## src/rtl/core/prr_pkg.sv

```systemverilog
package prr_pkg;

    // Field and register widths
    localparam int DATA_W    = 16;
    localparam int TIME_W    = 32;
    localparam int CFG_IDX_W = 3;

    // Serial arithmetic unit operand widths
    localparam int MUL_A_W = 32;
    localparam int MUL_B_W = 16;
    localparam int PROD_W  = MUL_A_W + MUL_B_W;
    localparam int DEN_W   = 16;

    // Quotient magnitudes saturate at 2**SAT_POS
    localparam int SAT_POS = 62;
    localparam int MAG_W   = SAT_POS + 1;

    // Signed accumulator for the drive sum, enough for FRAC_BITS up to 24
    localparam int ACC_W = 64;

    localparam int FRAC_BITS_DEF = 16;

    // Milliseconds per second
    localparam logic [DEN_W-1:0] MS_PER_S = 16'd1000;

    // Register indexes
    localparam logic [CFG_IDX_W-1:0] CFG_TARGET    = 3'd0;
    localparam logic [CFG_IDX_W-1:0] CFG_GAIN_P    = 3'd1;
    localparam logic [CFG_IDX_W-1:0] CFG_GAIN_I    = 3'd2;
    localparam logic [CFG_IDX_W-1:0] CFG_GAIN_D    = 3'd3;
    localparam logic [CFG_IDX_W-1:0] CFG_SAMPLE    = 3'd4;
    localparam logic [CFG_IDX_W-1:0] CFG_DRIVE_MAX = 3'd5;
    localparam logic [CFG_IDX_W-1:0] CFG_DRIVE_MIN = 3'd6;

    // Register reset values
    localparam logic [DATA_W-1:0] RST_TARGET    = 16'd125;
    localparam logic [DATA_W-1:0] RST_GAIN_P    = 16'hFFF6;
    localparam logic [DATA_W-1:0] RST_GAIN_I    = 16'hFFFD;
    localparam logic [DATA_W-1:0] RST_GAIN_D    = 16'hFFFB;
    localparam logic [DATA_W-1:0] RST_SAMPLE    = 16'd250;
    localparam logic [DATA_W-1:0] RST_DRIVE_MAX = 16'd10000;
    localparam logic [DATA_W-1:0] RST_DRIVE_MIN = 16'd0;

    typedef enum logic {
        ALU_MUL,
        ALU_DIV
    } t_alu_op;

    typedef enum logic [1:0] {
        ALU_IDLE,
        ALU_RUN_MUL,
        ALU_RUN_DIV
    } t_alu_state;

    typedef struct packed {
        logic    start;
        t_alu_op op;
    } t_alu_req;

    typedef struct packed {
        logic busy;
        logic done;
    } t_alu_rsp;

    typedef enum logic [3:0] {
        S_IDLE,
        S_PRE,
        S_GO,
        S_WAIT,
        S_INTEG,
        S_ICLAMP,
        S_DSUB,
        S_PADD,
        S_TCLAMP,
        S_OUT
    } t_seq_state;

    typedef enum logic [2:0] {
        STEP_KI_SP,
        STEP_IMAG,
        STEP_DIV_I,
        STEP_KD_DIN,
        STEP_DMAG,
        STEP_DIV_D,
        STEP_KP_ERR
    } t_seq_step;

endpackage

```

## src/rtl/core/prr_serial_alu.sv

```systemverilog
module prr_serial_alu #(
    parameter int FRAC_BITS = prr_pkg::FRAC_BITS_DEF
) (
    input  logic                         i_clk,
    input  logic                         i_rst_n,
    input  prr_pkg::t_alu_req            i_req,
    input  logic [prr_pkg::MUL_A_W-1:0]  i_mul_a,
    input  logic [prr_pkg::MUL_B_W-1:0]  i_mul_b,
    input  logic [prr_pkg::PROD_W-1:0]   i_div_num,
    input  logic [prr_pkg::DEN_W-1:0]    i_div_den,
    output prr_pkg::t_alu_rsp            o_rsp,
    output logic [prr_pkg::PROD_W-1:0]   o_prod,
    output logic [prr_pkg::MAG_W-1:0]    o_quo
);

    // Quotient bits: numerator bits followed by FRAC_BITS zero bits
    localparam int  QW       = prr_pkg::PROD_W + FRAC_BITS;
    localparam int  CW       = $clog2(QW);
    localparam bit  CAN_SAT  = QW > prr_pkg::SAT_POS;
    localparam int  SAT_LAST = CAN_SAT ? QW - 1 - prr_pkg::SAT_POS : 0;
    localparam int  AW       = prr_pkg::MUL_A_W;
    localparam int  BW       = prr_pkg::MUL_B_W;
    localparam int  NW       = prr_pkg::PROD_W;
    localparam int  DW       = prr_pkg::DEN_W;
    localparam int  SP       = prr_pkg::SAT_POS;

    prr_pkg::t_alu_state r_state, n_state;

    logic [CW-1:0] r_cnt;
    logic [AW-1:0] r_a;
    logic [AW-1:0] r_hi;
    logic [BW-1:0] r_lo;
    logic [NW-1:0] r_num;
    logic [DW-1:0] r_den;
    logic [DW-1:0] r_rem;
    logic [SP-1:0] r_quo;
    logic          r_sat;
    logic          r_done;

    logic          last;
    logic [AW:0]   mul_t;
    logic [DW:0]   div_t;
    logic [DW:0]   div_d;
    logic          div_ge;

    always_comb begin
        mul_t  = {1'b0, r_hi} + (r_lo[0] ? {1'b0, r_a} : {(AW+1){1'b0}});
        div_t  = {r_rem, r_num[NW-1]};
        div_ge = div_t >= {1'b0, r_den};
        div_d  = div_t - {1'b0, r_den};
        if (r_state == prr_pkg::ALU_RUN_MUL) begin
            last = r_cnt == CW'(BW - 1);
        end else begin
            last = r_cnt == CW'(QW - 1);
        end
    end

    // Next state
    always_comb begin
        n_state = r_state;
        unique case (r_state)
            prr_pkg::ALU_IDLE: begin
                if (i_req.start) begin
                    n_state = (i_req.op == prr_pkg::ALU_DIV) ? prr_pkg::ALU_RUN_DIV
                                                             : prr_pkg::ALU_RUN_MUL;
                end
            end
            prr_pkg::ALU_RUN_MUL,
            prr_pkg::ALU_RUN_DIV: begin
                if (last) begin
                    n_state = prr_pkg::ALU_IDLE;
                end
            end
            default: n_state = prr_pkg::ALU_IDLE;
        endcase
    end

    // Outputs
    always_comb begin
        o_rsp.busy = r_state != prr_pkg::ALU_IDLE;
        o_rsp.done = r_done;
        o_prod     = {r_hi, r_lo};
        o_quo      = r_sat ? {1'b1, {SP{1'b0}}} : {1'b0, r_quo};
    end

    always_ff @(posedge i_clk) begin
        if (!i_rst_n) begin
            r_state <= prr_pkg::ALU_IDLE;
            r_done  <= 1'b0;
        end else begin
            r_state <= n_state;
            r_done  <= (r_state != prr_pkg::ALU_IDLE) && last;
        end
    end

    always_ff @(posedge i_clk) begin
        unique case (r_state)
            prr_pkg::ALU_IDLE: begin
                r_cnt <= '0;
                if (i_req.start) begin
                    r_a   <= i_mul_a;
                    r_hi  <= '0;
                    r_lo  <= i_mul_b;
                    r_num <= i_div_num;
                    r_den <= i_div_den;
                    r_rem <= '0;
                    r_quo <= '0;
                    r_sat <= 1'b0;
                end
            end
            prr_pkg::ALU_RUN_MUL: begin
                // add multiplicand on a one bit, shift product right
                r_hi  <= mul_t[AW:1];
                r_lo  <= {mul_t[0], r_lo[BW-1:1]};
                r_cnt <= r_cnt + 1'b1;
            end
            prr_pkg::ALU_RUN_DIV: begin
                // restoring step; quotient bits above the saturation point only set r_sat
                r_rem <= div_ge ? div_d[DW-1:0] : div_t[DW-1:0];
                r_num <= {r_num[NW-2:0], 1'b0};
                r_quo <= {r_quo[SP-2:0], div_ge};
                if (div_ge && CAN_SAT && (r_cnt <= CW'(SAT_LAST))) begin
                    r_sat <= 1'b1;
                end
                r_cnt <= r_cnt + 1'b1;
            end
            default: r_cnt <= '0;
        endcase
    end

endmodule

```

## src/rtl/core/pid_rate_regulator.sv

```systemverilog
// PID rate regulator with integral clamp.
//
// Input channel: i_in_valid / o_in_stall carry one request of a millisecond
// timestamp (i_now_ms) and a measured value (i_measured). Output channel:
// o_out_valid / i_out_stall carry one result request per input: o_drive and
// o_updated. Registers are written through i_cfg_we / i_cfg_index / i_cfg_data;
// the user must write them only while the block is idle, as the block does not
// enforce it. Indexes past the last register are dropped.
// One request is worked on at a time. A request that holds goes from the idle state
// through the hand-off state into the output register. An update goes through a
// setup step, five 16-bit multiplies and two (48+FRAC_BITS)-bit divides on the
// shared bit-serial unit, then sums and clamps. In both cases the next request is
// taken once the result is handed off.
//
// The output register parts the two sides: a new request is taken while a
// result still waits. If the receiver stalls, the finished result holds in
// the sequencer until the output register frees up.
//
// Reset loads the register defaults, clears integrator, last measurement,
// last update time and held drive, and marks the next request as the first.
module pid_rate_regulator #(
    parameter int FRAC_BITS = prr_pkg::FRAC_BITS_DEF
) (
    input  logic                           i_clk,
    input  logic                           i_rst_n,
    input  logic                           i_in_valid,
    output logic                           o_in_stall,
    input  logic [prr_pkg::TIME_W-1:0]     i_now_ms,
    input  logic [prr_pkg::DATA_W-1:0]     i_measured,
    output logic                           o_out_valid,
    input  logic                           i_out_stall,
    output logic [prr_pkg::DATA_W-1:0]     o_drive,
    output logic                           o_updated,
    input  logic                           i_cfg_we,
    input  logic [prr_pkg::CFG_IDX_W-1:0]  i_cfg_index,
    input  logic [prr_pkg::DATA_W-1:0]     i_cfg_data
);

    localparam int DW = prr_pkg::DATA_W;
    localparam int TW = prr_pkg::TIME_W;
    localparam int AW = prr_pkg::ACC_W;
    localparam int MW = prr_pkg::MAG_W;
    // Integrator is kept clamped, so it is never negative
    localparam int IW = DW + FRAC_BITS;

    // Registers
    logic [DW-1:0] r_target, r_kp, r_ki, r_kd, r_sp, r_max, r_min;

    // Controller state
    logic [IW-1:0] r_integ;
    logic [DW-1:0] r_prev;
    logic [TW-1:0] r_last;
    logic [DW-1:0] r_drive_hold;
    logic          r_first;

    // Sequencer
    prr_pkg::t_seq_state r_state, n_state;
    prr_pkg::t_seq_step  r_step;

    // Working registers
    logic [TW-1:0]             r_now;
    logic [DW-1:0]             r_meas;
    logic                      r_upd;
    logic [DW-1:0]             r_err_mag, r_din_mag;
    logic                      r_err_neg, r_din_neg;
    logic [prr_pkg::PROD_W-1:0] r_mul;
    logic [MW-1:0]             r_inc, r_dterm;
    logic signed [AW-1:0]      r_sum;

    // Output register
    logic          r_out_valid;
    logic [DW-1:0] r_drive;
    logic          r_updated;

    // Serial unit
    prr_pkg::t_alu_req           alu_req;
    prr_pkg::t_alu_rsp           alu_rsp;
    logic [prr_pkg::MUL_A_W-1:0] alu_a;
    logic [prr_pkg::MUL_B_W-1:0] alu_b;
    logic [prr_pkg::DEN_W-1:0]   alu_den;
    logic [prr_pkg::PROD_W-1:0]  alu_prod;
    logic [MW-1:0]               alu_quo;

    logic          in_acc;
    logic          out_free;
    logic [DW:0]   err, err_n, din, din_n;
    logic [TW-1:0] delta;
    logic          upd;
    logic [DW-1:0] ki_mag, kd_mag, kp_mag;
    logic          s_i, s_d, s_p;
    logic signed [AW-1:0] inc_s, dterm_s, pterm_s;
    logic [IW-1:0] tot_c;

    // Clamp to [lo, hi] scaled; above hi wins when the limits cross
    function automatic logic [IW-1:0] f_clamp(input logic signed [AW-1:0] v,
                                              input logic [DW-1:0] lo16,
                                              input logic [DW-1:0] hi16);
        logic signed [AW-1:0] hi;
        logic signed [AW-1:0] lo;
        logic [IW-1:0]        res;
        hi = $signed(AW'({hi16, {FRAC_BITS{1'b0}}}));
        lo = $signed(AW'({lo16, {FRAC_BITS{1'b0}}}));
        if (v > hi) begin
            res = hi[IW-1:0];
        end else if (v < lo) begin
            res = lo[IW-1:0];
        end else begin
            res = v[IW-1:0];
        end
        return res;
    endfunction

    always_comb begin
        in_acc   = i_in_valid && !o_in_stall;
        out_free = !r_out_valid || !i_out_stall;

        err   = {1'b0, r_target} - {1'b0, i_measured};
        err_n = -err;
        din   = {1'b0, i_measured} - {1'b0, r_prev};
        din_n = -din;
        delta = i_now_ms - r_last;
        upd   = r_first || (delta > TW'(r_sp));

        ki_mag = r_ki[DW-1] ? DW'(-r_ki) : r_ki;
        kd_mag = r_kd[DW-1] ? DW'(-r_kd) : r_kd;
        kp_mag = r_kp[DW-1] ? DW'(-r_kp) : r_kp;
        s_i = r_ki[DW-1] ^ r_err_neg;
        s_d = r_kd[DW-1] ^ r_din_neg;
        s_p = r_kp[DW-1] ^ r_err_neg;

        // apply product signs to the magnitudes
        inc_s   = s_i ? -$signed(AW'(r_inc)) : $signed(AW'(r_inc));
        dterm_s = s_d ? -$signed(AW'(r_dterm)) : $signed(AW'(r_dterm));
        pterm_s = $signed(AW'({r_mul[prr_pkg::MUL_A_W-1:0], {FRAC_BITS{1'b0}}}));
        if (s_p) begin
            pterm_s = -pterm_s;
        end

        tot_c = f_clamp(r_sum, r_min, r_max);
    end

    // Next state
    always_comb begin
        n_state = r_state;
        unique case (r_state)
            prr_pkg::S_IDLE: begin
                if (in_acc) begin
                    n_state = upd ? prr_pkg::S_PRE : prr_pkg::S_OUT;
                end
            end
            prr_pkg::S_PRE:  n_state = prr_pkg::S_GO;
            prr_pkg::S_GO:   n_state = prr_pkg::S_WAIT;
            prr_pkg::S_WAIT: begin
                if (alu_rsp.done) begin
                    n_state = (r_step == prr_pkg::STEP_KP_ERR) ? prr_pkg::S_INTEG
                                                               : prr_pkg::S_GO;
                end
            end
            prr_pkg::S_INTEG:  n_state = prr_pkg::S_ICLAMP;
            prr_pkg::S_ICLAMP: n_state = prr_pkg::S_DSUB;
            prr_pkg::S_DSUB:   n_state = prr_pkg::S_PADD;
            prr_pkg::S_PADD:   n_state = prr_pkg::S_TCLAMP;
            prr_pkg::S_TCLAMP: n_state = prr_pkg::S_OUT;
            prr_pkg::S_OUT: begin
                if (out_free) begin
                    n_state = prr_pkg::S_IDLE;
                end
            end
            default: n_state = prr_pkg::S_IDLE;
        endcase
    end

    // Outputs and operand select for the serial unit
    always_comb begin
        o_in_stall  = r_state != prr_pkg::S_IDLE;
        o_out_valid = r_out_valid;
        o_drive     = r_drive;
        o_updated   = r_updated;

        alu_req.start = r_state == prr_pkg::S_GO;
        alu_req.op    = prr_pkg::ALU_MUL;
        alu_a         = r_mul[prr_pkg::MUL_A_W-1:0];
        alu_b         = r_err_mag;
        alu_den       = prr_pkg::MS_PER_S;
        unique case (r_step)
            prr_pkg::STEP_KI_SP: begin
                alu_a = prr_pkg::MUL_A_W'(ki_mag);
                alu_b = r_sp;
            end
            prr_pkg::STEP_IMAG: alu_b = r_err_mag;
            prr_pkg::STEP_DIV_I: alu_req.op = prr_pkg::ALU_DIV;
            prr_pkg::STEP_KD_DIN: begin
                alu_a = prr_pkg::MUL_A_W'(kd_mag);
                alu_b = r_din_mag;
            end
            prr_pkg::STEP_DMAG: alu_b = prr_pkg::MS_PER_S;
            prr_pkg::STEP_DIV_D: begin
                alu_req.op = prr_pkg::ALU_DIV;
                // a zero period divides by one
                alu_den    = (r_sp == '0) ? prr_pkg::DEN_W'(1) : r_sp;
            end
            prr_pkg::STEP_KP_ERR: begin
                alu_a = prr_pkg::MUL_A_W'(kp_mag);
                alu_b = r_err_mag;
            end
            default: alu_req.op = prr_pkg::ALU_MUL;
        endcase
    end

    prr_serial_alu #(
        .FRAC_BITS (FRAC_BITS)
    ) u_alu (
        .i_clk     (i_clk),
        .i_rst_n   (i_rst_n),
        .i_req     (alu_req),
        .i_mul_a   (alu_a),
        .i_mul_b   (alu_b),
        .i_div_num (r_mul),
        .i_div_den (alu_den),
        .o_rsp     (alu_rsp),
        .o_prod    (alu_prod),
        .o_quo     (alu_quo)
    );

    // Control, registers and controller state
    always_ff @(posedge i_clk) begin
        if (!i_rst_n) begin
            r_state      <= prr_pkg::S_IDLE;
            r_target     <= prr_pkg::RST_TARGET;
            r_kp         <= prr_pkg::RST_GAIN_P;
            r_ki         <= prr_pkg::RST_GAIN_I;
            r_kd         <= prr_pkg::RST_GAIN_D;
            r_sp         <= prr_pkg::RST_SAMPLE;
            r_max        <= prr_pkg::RST_DRIVE_MAX;
            r_min        <= prr_pkg::RST_DRIVE_MIN;
            r_integ      <= '0;
            r_prev       <= '0;
            r_last       <= '0;
            r_drive_hold <= '0;
            r_first      <= 1'b1;
            r_out_valid  <= 1'b0;
        end else begin
            r_state <= n_state;

            if (i_cfg_we) begin
                unique case (i_cfg_index)
                    prr_pkg::CFG_TARGET:    r_target <= i_cfg_data;
                    prr_pkg::CFG_GAIN_P:    r_kp     <= i_cfg_data;
                    prr_pkg::CFG_GAIN_I:    r_ki     <= i_cfg_data;
                    prr_pkg::CFG_GAIN_D:    r_kd     <= i_cfg_data;
                    prr_pkg::CFG_SAMPLE:    r_sp     <= i_cfg_data;
                    prr_pkg::CFG_DRIVE_MAX: r_max    <= i_cfg_data;
                    prr_pkg::CFG_DRIVE_MIN: r_min    <= i_cfg_data;
                    default: ;
                endcase
            end

            // bring a fresh integrator into the limits on the first update
            if (r_state == prr_pkg::S_PRE && r_first) begin
                r_integ <= f_clamp($signed(AW'(r_integ)), r_min, r_max);
            end
            if (r_state == prr_pkg::S_ICLAMP) begin
                r_integ <= tot_c;
            end
            if (r_state == prr_pkg::S_TCLAMP) begin
                r_drive_hold <= tot_c[IW-1:FRAC_BITS];
                r_prev       <= r_meas;
                r_last       <= r_now;
                r_first      <= 1'b0;
            end

            // load the result when the output register frees, else drop it once taken
            if (r_state == prr_pkg::S_OUT && out_free) begin
                r_out_valid <= 1'b1;
            end else if (!i_out_stall) begin
                r_out_valid <= 1'b0;
            end
        end
    end

    // Datapath
    always_ff @(posedge i_clk) begin
        if (in_acc) begin
            r_now     <= i_now_ms;
            r_meas    <= i_measured;
            r_upd     <= upd;
            r_step    <= prr_pkg::STEP_KI_SP;
            r_err_neg <= err[DW];
            r_err_mag <= err[DW] ? err_n[DW-1:0] : err[DW-1:0];
            // no derivative kick on the first update
            r_din_neg <= din[DW] && !r_first;
            r_din_mag <= r_first ? '0 : (din[DW] ? din_n[DW-1:0] : din[DW-1:0]);
        end

        if (r_state == prr_pkg::S_WAIT && alu_rsp.done) begin
            unique case (r_step)
                prr_pkg::STEP_DIV_I: r_inc   <= alu_quo;
                prr_pkg::STEP_DIV_D: r_dterm <= alu_quo;
                default:             r_mul   <= alu_prod;
            endcase
            unique case (r_step)
                prr_pkg::STEP_KI_SP:  r_step <= prr_pkg::STEP_IMAG;
                prr_pkg::STEP_IMAG:   r_step <= prr_pkg::STEP_DIV_I;
                prr_pkg::STEP_DIV_I:  r_step <= prr_pkg::STEP_KD_DIN;
                prr_pkg::STEP_KD_DIN: r_step <= prr_pkg::STEP_DMAG;
                prr_pkg::STEP_DMAG:   r_step <= prr_pkg::STEP_DIV_D;
                prr_pkg::STEP_DIV_D:  r_step <= prr_pkg::STEP_KP_ERR;
                default:              r_step <= prr_pkg::STEP_KP_ERR;
            endcase
        end

        unique case (r_state)
            prr_pkg::S_INTEG: r_sum <= $signed(AW'(r_integ)) + inc_s;
            prr_pkg::S_DSUB:  r_sum <= $signed(AW'(r_integ)) - dterm_s;
            prr_pkg::S_PADD:  r_sum <= r_sum + pterm_s;
            default: ;
        endcase

        if (r_state == prr_pkg::S_OUT && out_free) begin
            r_drive   <= r_drive_hold;
            r_updated <= r_upd;
        end
    end

    // A result appears only out of the hand-off state
    a_out_from_seq: assert property (@(posedge i_clk) disable iff (!i_rst_n)
        $rose(o_out_valid) |-> $past(r_state == prr_pkg::S_OUT))
        else $error("result valid rose outside the hand-off state");

    // The serial unit reports done only to a waiting sequencer
    a_done_in_wait: assert property (@(posedge i_clk) disable iff (!i_rst_n)
        alu_rsp.done |-> r_state == prr_pkg::S_WAIT)
        else $error("serial unit done while the sequencer is not waiting");

    // A start never hits a busy serial unit
    a_start_idle: assert property (@(posedge i_clk) disable iff (!i_rst_n)
        alu_req.start |-> !alu_rsp.busy)
        else $error("serial unit started while busy");

    // An idle sequencer leaves the serial unit idle
    a_idle_quiet: assert property (@(posedge i_clk) disable iff (!i_rst_n)
        r_state == prr_pkg::S_IDLE |-> !alu_rsp.busy && !alu_rsp.done)
        else $error("serial unit active while the sequencer is idle");

endmodule
```

## config.mk

```make
export PLATFORM = sky130hd
export DESIGN_NAME = pid_rate_regulator
export DESIGN_NICKNAME = d
export VERILOG_FILES = /design/src/rtl/core/prr_pkg.sv /design/src/rtl/core/prr_serial_alu.sv /design/src/rtl/core/pid_rate_regulator.sv
export SDC_FILE = /design/constraint.sdc
export NUM_CORES = 2
export LEC_CHECK = 0
export BUFFER_PORTS_ARGS = -buffer_cell sky130_fd_sc_hd__buf_2
export CORE_MARGIN = 1
export CORE_UTILIZATION = 45
export CTS_BUF_LIST = sky130_fd_sc_hd__clkbuf_2
export CTS_CLUSTER_SIZE = 12
export DETAILED_ROUTE_END_ITERATION = 16
export PLACE_DENSITY = 0.59
export REMOVE_ABC_BUFFERS = 1
export SKIP_LAST_GASP = 1
export SLEW_MARGIN = 30
export SYNTH_ARGS = -nofsm -noshare
export SYNTH_HDL_FRONTEND = slang
export SYNTH_SLANG_ARGS = --single-unit
```

## constraint.sdc

```tcl
create_clock -name i_clk -period 28.3 [get_ports i_clk]
set_input_delay 2.83 -clock i_clk [delete_from_list [all_inputs] [get_ports i_clk]]
set_output_delay 2.83 -clock i_clk [all_outputs]
set_load 0.05 [all_outputs]
```

# After elaboration in Yosys (flattened, before gate mapping)

Cells that the tools add are included.
Widths: inputs -> output; s select.

Bits of input ports: 72
Bits in registers: 787
Output and inout port bits: 19
Logic and storage cells: 198

Add/sub/neg operators: 17
Equality and inequality tests: 32
Bitwise operators: 5
Reductions and logical operators: 46
$lt $le $gt $ge: 7
Mux-type cells: 51

Operators with widths:

| cell             | count |
|---|---|
| $mux 32          | 8 |
| $mux 64          | 3 |
| $pmux 64 s3      | 1 |
| $mux 16          | 8 |
| $neg 63->64      | 2 |
| $pmux 62 s2      | 1 |
| $pmux 32 s3      | 1 |
| $pmux 48 s2      | 1 |
| $neg 16->16      | 5 |
| $add 33x64->64   | 1 |
| $add 64x64->64   | 1 |
| $gt 64x33->1     | 1 |
| $lt 64x33->1     | 1 |
| $neg 48->64      | 1 |
| $pmux 16 s2      | 2 |
| $pmux 32 s2      | 1 |
| $sub 33x64->64   | 1 |
| $mux 63          | 1 |
| $mux 62          | 1 |
| $mux 48          | 1 |
| $pmux 16 s3      | 1 |
| $pmux 4 s10      | 1 |
| $sub 16x16->17   | 2 |
| $add 32x33->33   | 1 |
| other kinds (44) | 111 |

# Longest topological paths before layout

Depth in word-level cells: 6
Depth in mapped cells: 30
Depth with buffers taken out: 26

# Hierarchy

Synthesis repeated with hierarchy kept, for this count alone.

Cells, all modules: 5265
Area total of the unflattened synthesis: 49590.1 um2

By module, submodules not included:

| module             | seq. area each (um2) | times used | cells an instance | area each (um2) |
|---|---|---|---|---|
| pid_rate_regulator | 14523.9              | 1          | 4282              | 37501.0 |
| prr_serial_alu     | 6876.6               | 1          | 983               | 12089.1 |

# Worst setup path before layout

No wires, ideal clock.

Kind: flip-flop to flip-flop
Start point: register u_alu.r_state[0]
End point: register u_alu.r_sat (enable)
Required time: 27965 ps
Data arrival time: 10617 ps
Setup slack: 17348 ps
Library setup time: 335 ps
Path buffers: 1
Stages on the path, launching flop included: 7
Period minus slack after synthesis: 10952 ps
Path through: dfxtp_1 inv_1 ha_1 clkbuf_1 clkinv_1 o21ai_0 and2_1

Cells in the longest elaborated chain, start to end: 3
Elaborated cells between the ends (all ways): 6
Those cells by class: 3 x eq/ne; 3 x reduce/logical

RTL lines:

| what                                          | line                  | text |
|---|---|---|
| start, declared                               | prr_serial_alu.sv:27  | `prr_pkg::t_alu_state r_state, n_state;` |
| start signal, assigned                        | prr_serial_alu.sv:88  | `r_state <= prr_pkg::ALU_IDLE;` |
| start signal, assigned                        | prr_serial_alu.sv:91  | `r_state <= n_state;` |
| $eq 2x2->1 or $logic_not 2->1 (tied branches) | prr_serial_alu.sv:97  | `unique case (r_state)` |
| $ne 2x1->1 (no line) (tied with other cells)  | n/a                   |  |
| $reduce_and 3->1 (no line) (*)                | n/a                   |  |
| end signal, assigned                          | prr_serial_alu.sv:108 | `r_sat <= 1'b0;` |
| end signal, assigned                          | prr_serial_alu.sv:123 | `r_sat <= 1'b1;` |
| end, declared                                 | prr_serial_alu.sv:37  | `logic r_sat;` |

Mark *: on every way between the ends. The rest lies on a longest branch, timed or not.
A chain may end at the register's enable or synchronous reset.

# Worst setup path in the final report

Start point: register r_ki[15]
End point: register r_sum[62], data pin

Cells in the longest elaborated chain, start to end: 4

RTL lines:

| what                   | line                      | text |
|---|---|---|
| start, declared        | pid_rate_regulator.sv:47  | `logic [DW-1:0] r_target, r_kp, r_ki, r_kd, r_sp, r_max, r_min;` |
| start signal, assigned | pid_rate_regulator.sv:231 | `r_ki <= prr_pkg::RST_GAIN_I;` |
| start signal, assigned | pid_rate_regulator.sv:249 | `prr_pkg::CFG_GAIN_I: r_ki <= i_cfg_data;` |
| $xor 1x1->1            | pid_rate_regulator.sv:127 | `s_i = r_ki[DW-1] ^ r_err_neg;` |
| $mux 64                | pid_rate_regulator.sv:132 | `inc_s = s_i ? -$signed(AW'(r_inc)) : $signed(AW'(r_inc));` |
| $add 33x64->64         | pid_rate_regulator.sv:313 | `prr_pkg::S_INTEG: r_sum <= $signed(AW'(r_integ)) + inc_s;` |
| $pmux 64 s3            | pid_rate_regulator.sv:312 | `unique case (r_state)` |
| end signal, assigned   | pid_rate_regulator.sv:313 |  |
| end signal, assigned   | pid_rate_regulator.sv:314 | `prr_pkg::S_DSUB: r_sum <= $signed(AW'(r_integ)) - dterm_s;` |
| end signal, assigned   | pid_rate_regulator.sv:315 | `prr_pkg::S_PADD: r_sum <= r_sum + pterm_s;` |
| end, declared          | pid_rate_regulator.sv:68  | `logic signed [AW-1:0] r_sum;` |

Every way passes these cells.

==> results.cfg <==
[clock_network]
holdBufCountCts = 0
clock_path_buffers = 3
cts.clk_slew.worst_paths_ns = 0.11
cts_tree = built
ctsResizeCount = 0
root_buffer = clkbuf_2
htree_levels = 4
cts_sinks = 787
clk_latency_ns = 1.61
cts_post_setup_buffers_inserted = 0
numCtsBuffers = 206

[power_and_ir_drop]
p_int_mw = 1.79
p_seq_share_pct = 51.6
swShare_pct = 30.4
leakage_nw = 19.9
p_per_area_nw_per_um2 = 48.6
irDropWorstVdd_mv = 0.0294
p_switching_mw = 0.784
p_comb_share_pct = 15.6
p_total_mw = 2.58
p_clk_share_pct = 32.8

[critical_path]
path_class = reg -> reg
critPathMaxFanout = 69
r2r_start = r_ki[15]
crit_path_top_delay_cell = dfxtp_1
cp_num_buf_inv = 1
cp.arrival_ns = 9.56
cp-startpoint = r_ki[15]
crit_path_start_kind = flop
cp-end-kind = flop
cp_top_family = simple AND/OR/NAND/NOR gates
cp.required_ns = 29.53
critPathMaxStageDelay_ns = 0.95

[yosys]
ys_seq_elements = 787
yosysUniqueCellTypes = 93
synth_ff_type = edfxtp_1
yosysSeqAreaShare_pct = 43.6
synth-edff-count = 564
netlist_instances = 5219
ys_async_sr_fraction_pct = 0
avgSynthCellArea_um2 = 9.40
yosysWarnings = 0
synth_top_area_cell = edfxtp_1
synth_top_area_share_pct = 34.5
yosys-top-cells-area = edfxtp_1 (35%), dfxtp_1 (9.1%), ha_1 (7.2%), xnor2_1 (4.7%), nand2_1 (4.7%)
syn_area_um2 = 49000

[routing]
vias_per_cell = 5.74
ant_nets = 0
drt-pass1-iter-count = 6
drt_first_iter_violations = 2863
routed_wl_mm = 137
avgRoutedWirePerCell_um = 19.9
remaining_drc_errors = 0
num_vias = 39700

[global_routing]
grt_pass1_wl_mm = 217
antenna_found_initial = 7
gr-usage-all-layers_pct = 24.7
grt_max_degree = 80
first_global_vias = 39000
gr-total-overflow = 0

[floorplan]
die_h_um = 332
ios = 91
coreArea_um2 = 108000
dieArea_um2 = 110000
num_rows = 120
dieWidth_um = 332
initial_utilization_pct = 45.6

[sta]
min_period_over_period_pct = 29.4
hold_viol = 0
setup_viol = 0
fmax_mhz = 120
rsz0062_at_grt = no
drv_slew = 0
tightest_slew_ns = 1.04
period_needed_ns = 8.33
skew_ns = 0.184
max_slew_margin_pct = 30.1
worst_slack_ns = 19.97
final.setup.tns_ns = 0
holdWs_ns = 0.383

[layout]
fin_area_um2 = 53000
final_cell_count_no_fill = 6919
fin_util_pct = 49.3
layout.nets = 5707
drive_gt1_share_pct = 11.5
syn_to_final_growth_pct = 8.09

[worst_hold_path]
worstHoldPathType = reg -> reg
worstHoldStart = r_upd

[flow_run]
drv_cap = 0

[placed_design]
dp_hpwl_mm = 98.2
port_buffers = 90
place_congestion = 0.924
pre_cts_ws_ns = 20.29
placed_cell_area_um2 = 51000
dp.cells = 6540

[status]
status = finished, final reports clean
## state kept, by name, indices dropped and copies added (netlist names), 48 cells and up
signal	cells
u_alu.r_num	48
u_alu.r_quo	62
r_dterm	63
r_sum	64
r_inc	63
r_mul	48
## final timing paths
kind	to	slack (ns)	depth (start not counted)
max reg2reg	r_sum[62]	19.97	25
min	o_updated	0.38	0
min reg2reg	o_updated	0.38	0
max	r_sum[62]	19.97	25
## cells in the final DEF, fill, tap and decap left out, types with 45 or more instances in the layout
cell type / instances
buf_2: 90
o21ai_0: 213
clkbuf_2: 324
nor4_1: 78
nor2b_1: 114
or3_1: 73
edfxtp_1: 564
nor2_1: 385
nand2_1: 610
nand4_1: 62
inv_1: 239
nand2b_1: 54
and2_1: 134
a21o_1: 92
a21oi_1: 417
nor3_1: 124
xor2_1: 160
mux2i_1: 74
buf_4: 54
dfxtp_1: 223
ha_1: 282
nand3_1: 124
a211oi_1: 45
xnor2_1: 262
## synthesized netlist by cell type, types with 11 or more instances
master and number:
nand2_1 611, edfxtp_1 564, a21oi_1 418, nor2_1 390, ha_1 283, xnor2_1 265, inv_1 241, dfxtp_1 223
o21ai_0 215, clkbuf_1 204, xor2_1 162, and2_1 135, nor3_1 128, nand3_1 125, nor2b_1 114, a21o_1 92
nor4_1 80, mux2i_1 74, or3_1 74, nand4_1 62, nand2b_1 54, a211oi_1 45, o31ai_1 45, mux2_2 44
a31oi_1 40, o21a_1 39, or4_1 34, and3_1 30, o211ai_1 28, o41ai_1 25, a221oi_1 24, o21bai_1 22
or2_2 22, a31o_2 20, a32oi_1 20, nor3b_1 17, o221ai_1 17, o22ai_1 17, a21boi_0 11, a22oi_1 11
buf_1 11, buf_2 11, o2111ai_1 11
## cells by family after synthesis
| group | after synthesis | share of synthesized area, % |
|---|---|---|
| AOI/OAI and AO/OA | 1189 | 15.4 |
| buffers and inverters | 473 | 3.69 |
| muxes | 118 | 2.52 |
| and+or+nand+nor | 1935 | 19.6 |
| adders and majority gates | 290 | 7.51 |
| DFF | 787 | 43.6 |
| xor gates and xnor gates | 427 | 7.63 |
## layer usage
| metal | GRT usage, % | vias up | wire [µm] |
|---|---|---|---|
| met4 | 10.1 | 10 | 4620 |
| met1 | 32.1 | 19000 | 61500 |
| met2 | 41.0 | 1074 | 64400 |
| met5 | 0 | - | 57 |
| met3 | 3.91 | 263 | 6850 |
| li1 | - | 19400 | - |
## final cells by class
type / instances / area, µm²
fill: 10400 / 54500
multi-input combinational: 3959 / 26000
sequential: 787 / 21400
tap: 1403 / 1760
clock buffer: 324 / 1620
inverter: 244 / 921
timing repair buffer: 147 / 890
clock inverter: 48 / 364
antenna: 7 / 17.5
## power groups by stage
| stage | clock network (mW) | logic (mW) | registers (mW) |
|---|---|---|---|
| after floorplan | 0 | 0.288 | 1.36 |
| final | 0.846 | 0.401 | 1.33 |
| after global routing | 0.935 | 0.446 | 1.34 |
| after detailed placement | 0 | 0.400 | 1.36 |
| after CTS | 0.880 | 0.402 | 1.33 |
| after global placement | 0 | 0.396 | 1.36 |
Note: power is estimated with default switching activity, not from simulation.
